===== config.mk =====
export PLATFORM = sky130hd
export DESIGN_NAME = tbero_window_flat
export DESIGN_NICKNAME = d
export VERILOG_FILES = /design/src/rtl/core/tbero_pkg.sv /design/src/rtl/core/tbero_px_out_if.sv /design/src/rtl/core/tbero_window.sv /design/src/flat_wrapper.sv
export SDC_FILE = /design/constraint.sdc
export NUM_CORES = 1
export LEC_CHECK = 0
export BUFFER_PORTS_ARGS = -buffer_cell sky130_fd_sc_hd__buf_2
export CAP_MARGIN = 20
export CORE_MARGIN = 2
export CORE_UTILIZATION = 57
export DETAILED_ROUTE_END_ITERATION = 6
export PLACE_DENSITY = 0.94
export SLEW_MARGIN = 0
export SYNTH_ARGS = -nofsm -noshare
export SYNTH_HDL_FRONTEND = slang
export SYNTH_SLANG_ARGS = --single-unit

===== constraint.sdc =====
create_clock -name clk_i -period 8.09 [get_ports clk_i]
set_clock_uncertainty 0.15 [all_clocks]
set_input_delay 1.618 -clock clk_i [delete_from_list [all_inputs] [get_ports clk_i]]
set_output_delay 1.618 -clock clk_i [all_outputs]
set_load 0.1 [all_outputs]

===== src/rtl/core/tbero_pkg.sv =====
// Package for the threshold and binary erosion block.
// Holds register indexes, reset values, fixed field widths and the config struct.
// No dependencies.
package tbero_pkg;

  localparam int unsigned MaxWidthDef = 1024;
  localparam int unsigned WindowDef   = 5;
  localparam int unsigned MaxHeight   = 1024;

  localparam int unsigned PixW    = 8;
  localparam int unsigned CoordW  = 10;
  localparam int unsigned DimW    = 11;
  localparam int unsigned CfgW    = 11;
  localparam int unsigned CfgIdxW = 3;

  localparam logic [CfgIdxW-1:0] RegThreshold       = 3'd0;
  localparam logic [CfgIdxW-1:0] RegFrameWidth      = 3'd1;
  localparam logic [CfgIdxW-1:0] RegFrameHeight     = 3'd2;
  localparam logic [CfgIdxW-1:0] RegObjectValue     = 3'd3;
  localparam logic [CfgIdxW-1:0] RegBackgroundValue = 3'd4;

  localparam logic [PixW-1:0] ThresholdRst       = 8'd205;
  localparam logic [DimW-1:0] FrameWidthRst      = 11'd1024;
  localparam logic [DimW-1:0] FrameHeightRst     = 11'd1024;
  localparam logic [PixW-1:0] ObjectValueRst     = 8'd255;
  localparam logic [PixW-1:0] BackgroundValueRst = 8'd0;

  typedef struct packed {
    logic [DimW-1:0] height_eff;
    logic [PixW-1:0] object_value;
    logic [PixW-1:0] background_value;
  } out_cfg_t;

endpackage


===== src/rtl/core/tbero_px_out_if.sv =====
// Output pixel channel: valid/ready handshake with the eroded pixel and its position.
// Depends on tbero_pkg.
interface tbero_px_out_if;
  import tbero_pkg::*;

  logic              valid;
  logic              ready;
  logic              out_valid;
  logic [PixW-1:0]   out_pixel;
  logic [CoordW-1:0] out_col;
  logic [CoordW-1:0] out_row;

  modport source (output valid, output out_valid, output out_pixel, output out_col,
                  output out_row, input ready);
  modport sink   (input valid, input out_valid, input out_pixel, input out_col,
                  input out_row, output ready);
endinterface


===== src/rtl/core/tbero_window.sv =====
// Window stage: merges line store data with the new bit, shifts the window,
// writes the line back and holds the result word. Depends on tbero_pkg and tbero_px_out_if.
module tbero_window #(
  parameter int unsigned Window = 5,
  parameter int unsigned ColW   = 10
) (
  input  logic                          clk_i,
  input  logic                          rst_ni,
  input  logic                          accept_i,
  output logic                          ready_o,
  input  logic                          bit_i,
  input  logic [ColW-1:0]               col_i,
  input  logic [tbero_pkg::CoordW-1:0]  row_i,
  input  logic [ColW:0]                 width_eff_i,
  input  tbero_pkg::out_cfg_t           cfg_i,
  input  logic [2*(Window/2)-1:0]       line_i,
  output logic                          mem_we_o,
  output logic [ColW-1:0]               mem_waddr_o,
  output logic [2*(Window/2)-1:0]       mem_wdata_o,
  tbero_px_out_if.source                px_out
);
  import tbero_pkg::*;

  localparam int unsigned Rad   = Window / 2;
  localparam int unsigned Side  = 2 * Rad + 1;
  localparam int unsigned LineW = 2 * Rad;
  localparam int unsigned WinW  = Side * Side;

  logic              s1_valid_q;
  logic              s1_bit_q;
  logic [ColW-1:0]   s1_col_q;
  logic [CoordW-1:0] s1_row_q;
  logic              s1_adv;

  logic [WinW-1:0]   win_q, win_d;
  logic [Side-1:0]   column;
  logic              emit, in_frame, obj;
  logic [ColW-1:0]   oc;
  logic [CoordW-1:0] orow;

  logic              s2_valid_q;
  logic              s2_emit_q;
  logic [PixW-1:0]   s2_pixel_q;
  logic [CoordW-1:0] s2_col_q;
  logic [CoordW-1:0] s2_row_q;

  assign s1_adv  = s1_valid_q && (!s2_valid_q || px_out.ready);
  assign ready_o = !s1_valid_q || s1_adv;

  always_ff @(posedge clk_i or negedge rst_ni) begin
    if (!rst_ni) begin
      s1_valid_q <= 1'b0;
    end else if (accept_i) begin
      s1_valid_q <= 1'b1;
    end else if (s1_adv) begin
      s1_valid_q <= 1'b0;
    end
  end

  always_ff @(posedge clk_i) begin
    if (accept_i) begin
      s1_bit_q <= bit_i;
      s1_col_q <= col_i;
      s1_row_q <= row_i;
    end
  end

  assign column      = {line_i, s1_bit_q};
  assign win_d       = {win_q[WinW-Side-1:0], column};
  assign mem_we_o    = s1_adv;
  assign mem_waddr_o = s1_col_q;
  assign mem_wdata_o = {line_i[LineW-2:0], s1_bit_q};

  assign emit     = (s1_col_q >= ColW'(Rad)) && (s1_row_q >= CoordW'(Rad));
  assign oc       = s1_col_q - ColW'(Rad);
  assign orow     = s1_row_q - CoordW'(Rad);
  assign in_frame = (oc >= ColW'(Rad)) && (({1'b0, oc} + (ColW+1)'(Rad)) < width_eff_i) &&
                    (orow >= CoordW'(Rad)) &&
                    (({1'b0, orow} + (CoordW+1)'(Rad)) < cfg_i.height_eff);
  assign obj      = in_frame && (&win_d);

  always_ff @(posedge clk_i or negedge rst_ni) begin
    if (!rst_ni) begin
      win_q <= '0;
    end else if (s1_adv) begin
      win_q <= win_d;
    end
  end

  always_ff @(posedge clk_i or negedge rst_ni) begin
    if (!rst_ni) begin
      s2_valid_q <= 1'b0;
    end else if (s1_adv) begin
      s2_valid_q <= 1'b1;
    end else if (px_out.ready) begin
      s2_valid_q <= 1'b0;
    end
  end

  always_ff @(posedge clk_i) begin
    if (s1_adv) begin
      s2_emit_q <= emit;
      if (emit) begin
        s2_pixel_q <= obj ? cfg_i.object_value : cfg_i.background_value;
        s2_col_q   <= CoordW'(oc);
        s2_row_q   <= orow;
      end else begin
        s2_pixel_q <= '0;
        s2_col_q   <= '0;
        s2_row_q   <= '0;
      end
    end
  end

  assign px_out.valid     = s2_valid_q;
  assign px_out.out_valid = s2_emit_q;
  assign px_out.out_pixel = s2_pixel_q;
  assign px_out.out_col   = s2_col_q;
  assign px_out.out_row   = s2_row_q;

  a_no_word_on_empty: assert property (@(posedge clk_i) disable iff (!rst_ni)
    accept_i && s1_valid_q |-> s1_adv)
    else $error("window stage overwritten while holding a word");

  a_adv_fills_out: assert property (@(posedge clk_i) disable iff (!rst_ni)
    s1_adv |=> s2_valid_q)
    else $error("advanced word missing from output register");

  a_obj_needs_emit: assert property (@(posedge clk_i) disable iff (!rst_ni)
    s1_adv && obj |-> emit)
    else $error("object pixel reported without a lagged position");

  a_blank_fields: assert property (@(posedge clk_i) disable iff (!rst_ni)
    s2_valid_q && !s2_emit_q |-> (s2_pixel_q == '0) && (s2_col_q == '0) && (s2_row_q == '0))
    else $error("fields not cleared on a word without a lagged pixel");
endmodule


===== src/flat_wrapper.sv =====
// flat-port wrapper written by rule: the top's interface ports become plain ports
module tbero_window_flat import tbero_pkg::*;
#(
  parameter int unsigned Window = 5,
  parameter int unsigned ColW   = 10
)
  (clk_i, rst_ni, accept_i, ready_o, bit_i, col_i, row_i, width_eff_i, cfg_i, line_i, mem_we_o, mem_waddr_o, mem_wdata_o, px_out_valid, px_out_out_valid, px_out_out_pixel, px_out_out_col, px_out_out_row, px_out_ready);
  tbero_px_out_if px_out_i ();
  input  logic clk_i;
  input  logic rst_ni;
  input  logic accept_i;
  output logic ready_o;
  input  logic bit_i;
  input  logic [ColW-1:0] col_i;
  input  logic [tbero_pkg::CoordW-1:0] row_i;
  input  logic [ColW:0] width_eff_i;
  input  tbero_pkg::out_cfg_t cfg_i;
  input  logic [2*(Window/2)-1:0] line_i;
  output logic mem_we_o;
  output logic [ColW-1:0] mem_waddr_o;
  output logic [2*(Window/2)-1:0] mem_wdata_o;
  output wire logic [$bits(px_out_i.valid)-1:0] px_out_valid;
  output wire logic [$bits(px_out_i.out_valid)-1:0] px_out_out_valid;
  output wire logic [$bits(px_out_i.out_pixel)-1:0] px_out_out_pixel;
  output wire logic [$bits(px_out_i.out_col)-1:0] px_out_out_col;
  output wire logic [$bits(px_out_i.out_row)-1:0] px_out_out_row;
  input wire logic [$bits(px_out_i.ready)-1:0] px_out_ready;
  assign px_out_valid = px_out_i.valid;
  assign px_out_out_valid = px_out_i.out_valid;
  assign px_out_out_pixel = px_out_i.out_pixel;
  assign px_out_out_col = px_out_i.out_col;
  assign px_out_out_row = px_out_i.out_row;
  assign px_out_i.ready = px_out_ready;
  tbero_window #(.Window(Window), .ColW(ColW)) u_core (.clk_i(clk_i), .rst_ni(rst_ni), .accept_i(accept_i), .ready_o(ready_o), .bit_i(bit_i), .col_i(col_i), .row_i(row_i), .width_eff_i(width_eff_i), .cfg_i(cfg_i), .line_i(line_i), .mem_we_o(mem_we_o), .mem_waddr_o(mem_waddr_o), .mem_wdata_o(mem_wdata_o), .px_out(px_out_i));
endmodule

==> results.yml, run 1 <==
outcome:
  status: "finished clean"
setup_path:
  crit_path_end: "mem_we_o"
  critical_path_arrival_ps: 3380
  r2r_slack_ps: 3720
  crit_type: "input port to output pin"
  crit_required_ps: 6320
  reg2reg_to: "u_core.px_out.out_pixel[5]$_SDFFCE_PN0P_"
  cp_max_fo: 30
  crit_start: "px_out_ready"
  ff2ff_path_depth: 14
  start_kind: "input port"
  cp-end-kind: "output pin"
  r2r_start: "u_core.s1_row_q[1]$_DFFE_PP_"
global_route:
  grt_usage: 0.252
  grt-ovfl-total: 0
  grt_pass1_vias: 3222
  grt_max_degree: 31
  grt_pass1_wl_um: 14600
  antenna_found_initial: 0
final_layout:
  area_growth_pct: 19.3
  fin_util: 0.709
  diodes: 0
  final_common_cell: "buf_2"
  drive_gt1_frac: 0.363
  nNetsFinal: 545
  final_cell_mix: "112 x buf_2, 50 x edfxtp_1, 29 x nor2_1"
sta:
  final_hold_viol_count: 0
  period_share: 0.636
  tns_ps: 0
  finalSetupViolCount: 0
  slew_headroom: 0.457
  slew_viol_final: 0
  layout_min_cycle_time_ps: 5150
  rsz0062_at_grt: "false"
  fmax_ghz: 0.194
  tightestPinTransition_ps: 813
pwr:
  power.leakage_nw: 2.09
  power_density_mw_per_mm2: 222
  irDropWorstVdd_mv: 0.148
  total_power_mw: 1.07
routing:
  drc: 0
  via_per_inst: 5.56
  wirelength_um: 9120
  dr.pass1.iters: 5
  num_vias: 3076
  ant_nets: 0
  wl_per_cell_um: 16.5
  drt_iter0_markers: 222
cts:
  clk_pin_slew_worst_paths_ps: 80
  cts_hold_buf: 0
  cts_resized: 0
  cts_max_path_buffers: 2
  cts_max_level: 3
  clock-root-buffer: "clkbuf_8"
  cts_sinks: 72
  insertion_delay_ps: 350
  cts_setup_buffers: 0
  cts_tree: "yes"
  cts_inserted_buffers: 9
flow_run:
  cap_violations: 0
die:
  io_pins: 113
  rows: 30
  die_h_um: 88.4
  dieArea_mm2: 0.00782
  start_util: 0.595
  coreArea_mm2: 0.00683
  die_x_um: 88.4
logic_synthesis:
  yosys.area.top_type: "edfxtp_1"
  synth_area_leaders: "edfxtp_1 37%, dfrtp_1 14%, ha_1 8.0%"
  syn_inst: 339
  ys_warn_count: 0
  yosysSeqAreaShare: 0.505
  synth_ff_type: "edfxtp_1"
  synthesis.area_mm2: 0.00406
  synth_edf_count: 50
  syn-num-nets: 432
  yosys_register_bits: 72
  synth.distinct_cells: 49
  avgSynthCellArea_um2: 12.0
  synth_top_area_share: 0.370
  async_reset_ff_frac: 0.306
hold_path:
  hold_path.class: "flip-flop to flip-flop"
placed_design:
  dpl.hpwl_um: 6960
  port_buffers: 112
  gp_congestion: 0.883
==> kinds of logic after synthesis <==
kind of cell | after synthesis | share of synthesized area
adder cells (fa/ha/maj) | 26 | 0.0801
flip-flops | 72 | 0.505
buffers and inverters | 40 | 0.0431
AND/OR/NAND/NOR | 103 | 0.143
AO/OA/AOI/OAI | 43 | 0.0890
multiplexers | 21 | 0.0591
XOR/XNOR | 34 | 0.0807
==> through the flow <==
stage               hold slack (ps)  std cells  worst slack [ps]  cell area, µm²
finish                          359        553              2940            4840
global route                    390        553              2750            4840
CTS                             366        553              2930            4840
detailed placement              349        537              2940            4690
global placement                335        537              3010            4690
floorplan                       307        339              3090            4060
==> synth_stat cells (3+ instances only) <==
| library cell | count |
|---|---|
| a21o_1 | 3 |
| a21oi_1 | 19 |
| buf_2 | 4 |
| buf_4 | 5 |
| dfrtp_1 | 22 |
| edfxtp_1 | 50 |
| ha_1 | 26 |
| inv_1 | 27 |
| mux2_2 | 20 |
| nand2_1 | 10 |
| nand2b_1 | 8 |
| nand3_1 | 5 |
| nand4_1 | 18 |
| nor2_1 | 29 |
| nor3_1 | 6 |
| nor3b_1 | 5 |
| o31ai_1 | 8 |
| or3_1 | 3 |
| xnor2_1 | 20 |
| xnor2_2 | 4 |
| xor2_1 | 10 |
==> how the worst min path moves through the flow <==
| stage | from | end | slack (ps) | cells past startpoint |
|---|---|---|---|---|
| detailed placement | u_core.s1_valid_q$_DFFE_PN0P_ | u_core.px_out.valid$_DFFE_PN0P_ | 350 | 1 |
| floorplan | u_core.s1_valid_q$_DFFE_PN0P_ | u_core.px_out.valid$_DFFE_PN0P_ | 310 | 1 |
| global route | u_core.win_q[18]$_DFFE_PN0P_ | u_core.win_q[18]$_DFFE_PN0P_ | 390 | 1 |
| finish | u_core.s1_valid_q$_DFFE_PN0P_ | u_core.px_out.valid$_DFFE_PN0P_ | 360 | 1 |
| global placement | u_core.s1_valid_q$_DFFE_PN0P_ | u_core.px_out.valid$_DFFE_PN0P_ | 330 | 1 |
| CTS | u_core.win_q[16]$_DFFE_PN0P_ | u_core.win_q[16]$_DFFE_PN0P_ | 370 | 1 |
==> critical path: stages <==
cell	delay [ps]
buf_2	80
nand2b_1	110
nand2_1	480
inv_1	170
buf_4	390
buf_2	510
==> per-layer routing <==
metal | GRT usage | wire length [µm] | up-vias
met1 | 0.293 | 3680 | 1455
li1 | - | - | 1451
met4 | 0.131 | 330 | 0
met2 | 0.416 | 4480 | 141
met3 | 0.0812 | 630 | 29
met5 | 0 | 0 | -
==> layout make-up <==
class,count,area [µm²]
Clock buffer,12,135
Clock inverter,4,22.5
Inverter,28,105
Fill cell,510,1990
Tap cell,96,120
Multi-Input combinational cell,227,1830
Timing Repair Buffer,114,576
Sequential cell,72,2050
==> sequential cells by signal (all words and copies together), names as in the netlist <==
name and flops:
u_core.px_out.out_row 10, u_core.win_q 20, u_core.s1_valid_q 1, u_core.s1_row_q 10, u_core.px_out.valid 1, u_core.px_out.out_valid 1
u_core.px_out.out_col 10, u_core.px_out.out_pixel 8, u_core.mem_waddr_o 10, u_core.s1_bit_q 1
==> report_power, final <==
group          total (mW)  switching (mW)  internal, mW
registers           0.501          0.0433         0.458
logic               0.330           0.231        0.0996
clock network       0.243           0.132         0.111
total                1.07           0.405         0.669
Note: power is estimated with default switching activity, not from simulation.
==> inputs of run 2 (changes only) <==
- CORE_UTILIZATION: 57 -> 48
- PLACE_DENSITY: 0.94 -> 0.85
- clock period: 8.09 -> 4.15 ns (I/O delays scaled with it)
==> run 2 against run 1 <==
- non-clock buffer count increased by 3
- final cell count increased by 2.2%
- global-route usage decreased by 4.0 points
- count of clock-buffer cells in the layout decreased by 3
- core utilization decreased by 9.9 points
- sequential cell count unchanged
- register-to-register slack got worse by 3500 ps
- via count increased by 0.13%
- sequential power increased by 94%
- first-iteration DRC count decreased by 13%
- die area increased by 18%
- wire length increased by 2.5%
- largest cell class unchanged
==> results.yml, run 2 (synthesis gave the netlist of run 1 again) <==
outcome:
  status: "finished clean"
global_route:
  grt_usage: 0.211
  grt_max_degree: 30
  grtUsageMet2: 0.352
  grt_pass1_wl_um: 14400
  busiest_layer: "met2"
  antenna_found_initial: 0
  use_met1: 0.272
  grt-ovfl-total: 0
  grt_pass1_vias: 2941
  use_met3: 0.0352
sta:
  period_share: 0.949
  slew_headroom: 0.646
  slew_viol_final: 0
  tightestPinTransition_ps: 529
  rsz0062_at_grt: "false"
  setup_ws_ps: 211
  whs_ps: 273
  finalSetupViolCount: 0
  layout_min_cycle_time_ps: 3940
  fmax_ghz: 0.254
  final_hold_viol_count: 0
  tns_ps: 0
placed_design:
  dpl.hpwl_um: 7180
  dpl_worst_slack_ps: 203
  post_dp_cell_area_mm2: 0.00478
  gp_congestion: 0.902
  port_buffers: 112
pwr:
  power_density_mw_per_mm2: 438
  clockPowerShare: 0.251
  switchingPower_uw: 815
  comb_power_share: 0.305
  irDropWorstVdd_mv: 0.278
  sw_frac_of_total: 0.372
  intPower_mw: 1.38
  power.leakage_nw: 2.13
  p_seq_frac: 0.444
routing:
  wirelength_um: 9350
  drt_iter0_markers: 193
  ant_nets: 0
  wl_per_cell_um: 16.5
  num_vias: 3080
  drc: 0
  via_per_inst: 5.45
  dr.pass1.iters: 5
cts:
  cts_inserted_buffers: 9
  clk_pin_slew_worst_paths_ps: 80
  cts_max_level: 3
  insertion_delay_ps: 350
  cts_sinks: 72
  clock-root-buffer: "clkbuf_8"
  cts_tree: "yes"
  cts_max_path_buffers: 2
die:
  die_x_um: 96.0
  dieArea_mm2: 0.00921
  io_pins: 113
  die_h_um: 96.0
  coreArea_mm2: 0.00822
  start_util: 0.494
  rows: 33
setup_path:
  start_kind: "flip-flop"
  crit_required_ps: 4100
  cp_max_fo: 8
  critical_path_arrival_ps: 3890
  crit_path_frequent_cell: "xnor2_1"
  slowest_delay_ps: 400
  cp_slowest_cell: "edfxtp_1"
  cp_cell_sequence: "buf_4 > nor3_2 > xnor2_1 > nor3b_2 > nor3b_1 > and3_1 > xnor2_1 > ha_1 > a22o_1 > nor4_1 > nand4_1 > a211o_4 > o31ai_1 > a21oi_1"
  ff2ff_path_depth: 14
  crit_type: "flip-flop to flip-flop"
  cp-end-kind: "flip-flop"
final_layout:
  fin_area_mm2: 0.00501
  final_common_cell: "buf_2"
  diodes: 0
  n_fill_cell: 656
  regMostFlops: "u_core.win_q"
  area_growth_pct: 23.4
  final_cell_mix: "111 x buf_2, 50 x edfxtp_1, 29 x nor2_1"
  largest_reg_flops: 20
  drive_gt1_frac: 0.396
  nNetsFinal: 548
hold_path:
  hold_path.class: "input port to async pin"
flow_run:
  cap_violations: 0
[run 2: final timing paths]
path	start	endpoint	slack (ps)
max in group asynchronous	rst_ni	u_core.win_q[19]$_DFFE_PN0P_	3250
worst min register to register	u_core.s1_valid_q$_DFFE_PN0P_	u_core.px_out.valid$_DFFE_PN0P_	360
worst max-delay path	u_core.s1_row_q[1]$_DFFE_PP_	u_core.px_out.out_pixel[5]$_SDFFCE_PN0P_	210
worst min-delay path	rst_ni	u_core.win_q[0]$_DFFE_PN0P_	270
min in group clk_i	u_core.s1_valid_q$_DFFE_PN0P_	u_core.px_out.valid$_DFFE_PN0P_	360
worst max register to register	u_core.s1_row_q[1]$_DFFE_PP_	u_core.px_out.out_pixel[5]$_SDFFCE_PN0P_	210
[run 2: repair_timing]
action                     4_1_cts  5_1_grt
setup endpoints to repair        0        8
hold buffers                     0        0
hold endpoints to repair         0        0
buffers inserted                 0        0
gates resized for setup          0        6
[run 2: stage by stage]
| step | util | cells | total power [mW] |
|---|---|---|---|
| 2_1_floorplan | - | 339 | 1.49 |
| 3_3_place_gp | 0.582 | 549 | 1.62 |
| 3_5_place_dp | 0.582 | 549 | 1.65 |
| 4_1_cts | 0.606 | 565 | 2.20 |
| 5_1_grt | 0.610 | 565 | 2.29 |
| 6_report | 0.610 | 565 | 2.19 |
[run 2: critical path, delay by kind of cell (launching register included)]
family | cells | cell delay, ps
buffers and inverters | 1 | 190
AOI/OAI and AO/OA | 4 | 890
and+or+nand+nor | 6 | 1600
DFF | 1 | 400
xor gates and xnor gates | 2 | 270
adders and majority gates | 1 | 190
[run 2: power by group through the flow]
stage | Clock, mW | Sequential, mW | Combinational [mW]
2_1_floorplan | 0 | 1.20 | 0.297
3_3_place_gp | 0 | 0.979 | 0.642
3_5_place_dp | 0 | 0.988 | 0.661
5_1_grt | 0.590 | 0.987 | 0.712
6_report | 0.550 | 0.974 | 0.668
4_1_cts | 0.564 | 0.973 | 0.666
[run 2: per-layer routing]
metal  up-vias  share of wire
met5         -              0
met1      1460           0.42
met3        20          0.077
li1       1457              -
met2       143           0.48
met4         0          0.024
[run 2: final cells by class]
cell class / count / area, µm² / share of cell area
Clock buffer: 9 / 124 / 0.0247
Clock inverter: 7 / 71.3 / 0.0142
Inverter: 28 / 105 / 0.0210
Multi-Input combinational cell: 227 / 1910 / 0.382
Sequential cell: 72 / 2050 / 0.410
Tap cell: 105 / 131 / 0.0262
Timing Repair Buffer: 117 / 613 / 0.122
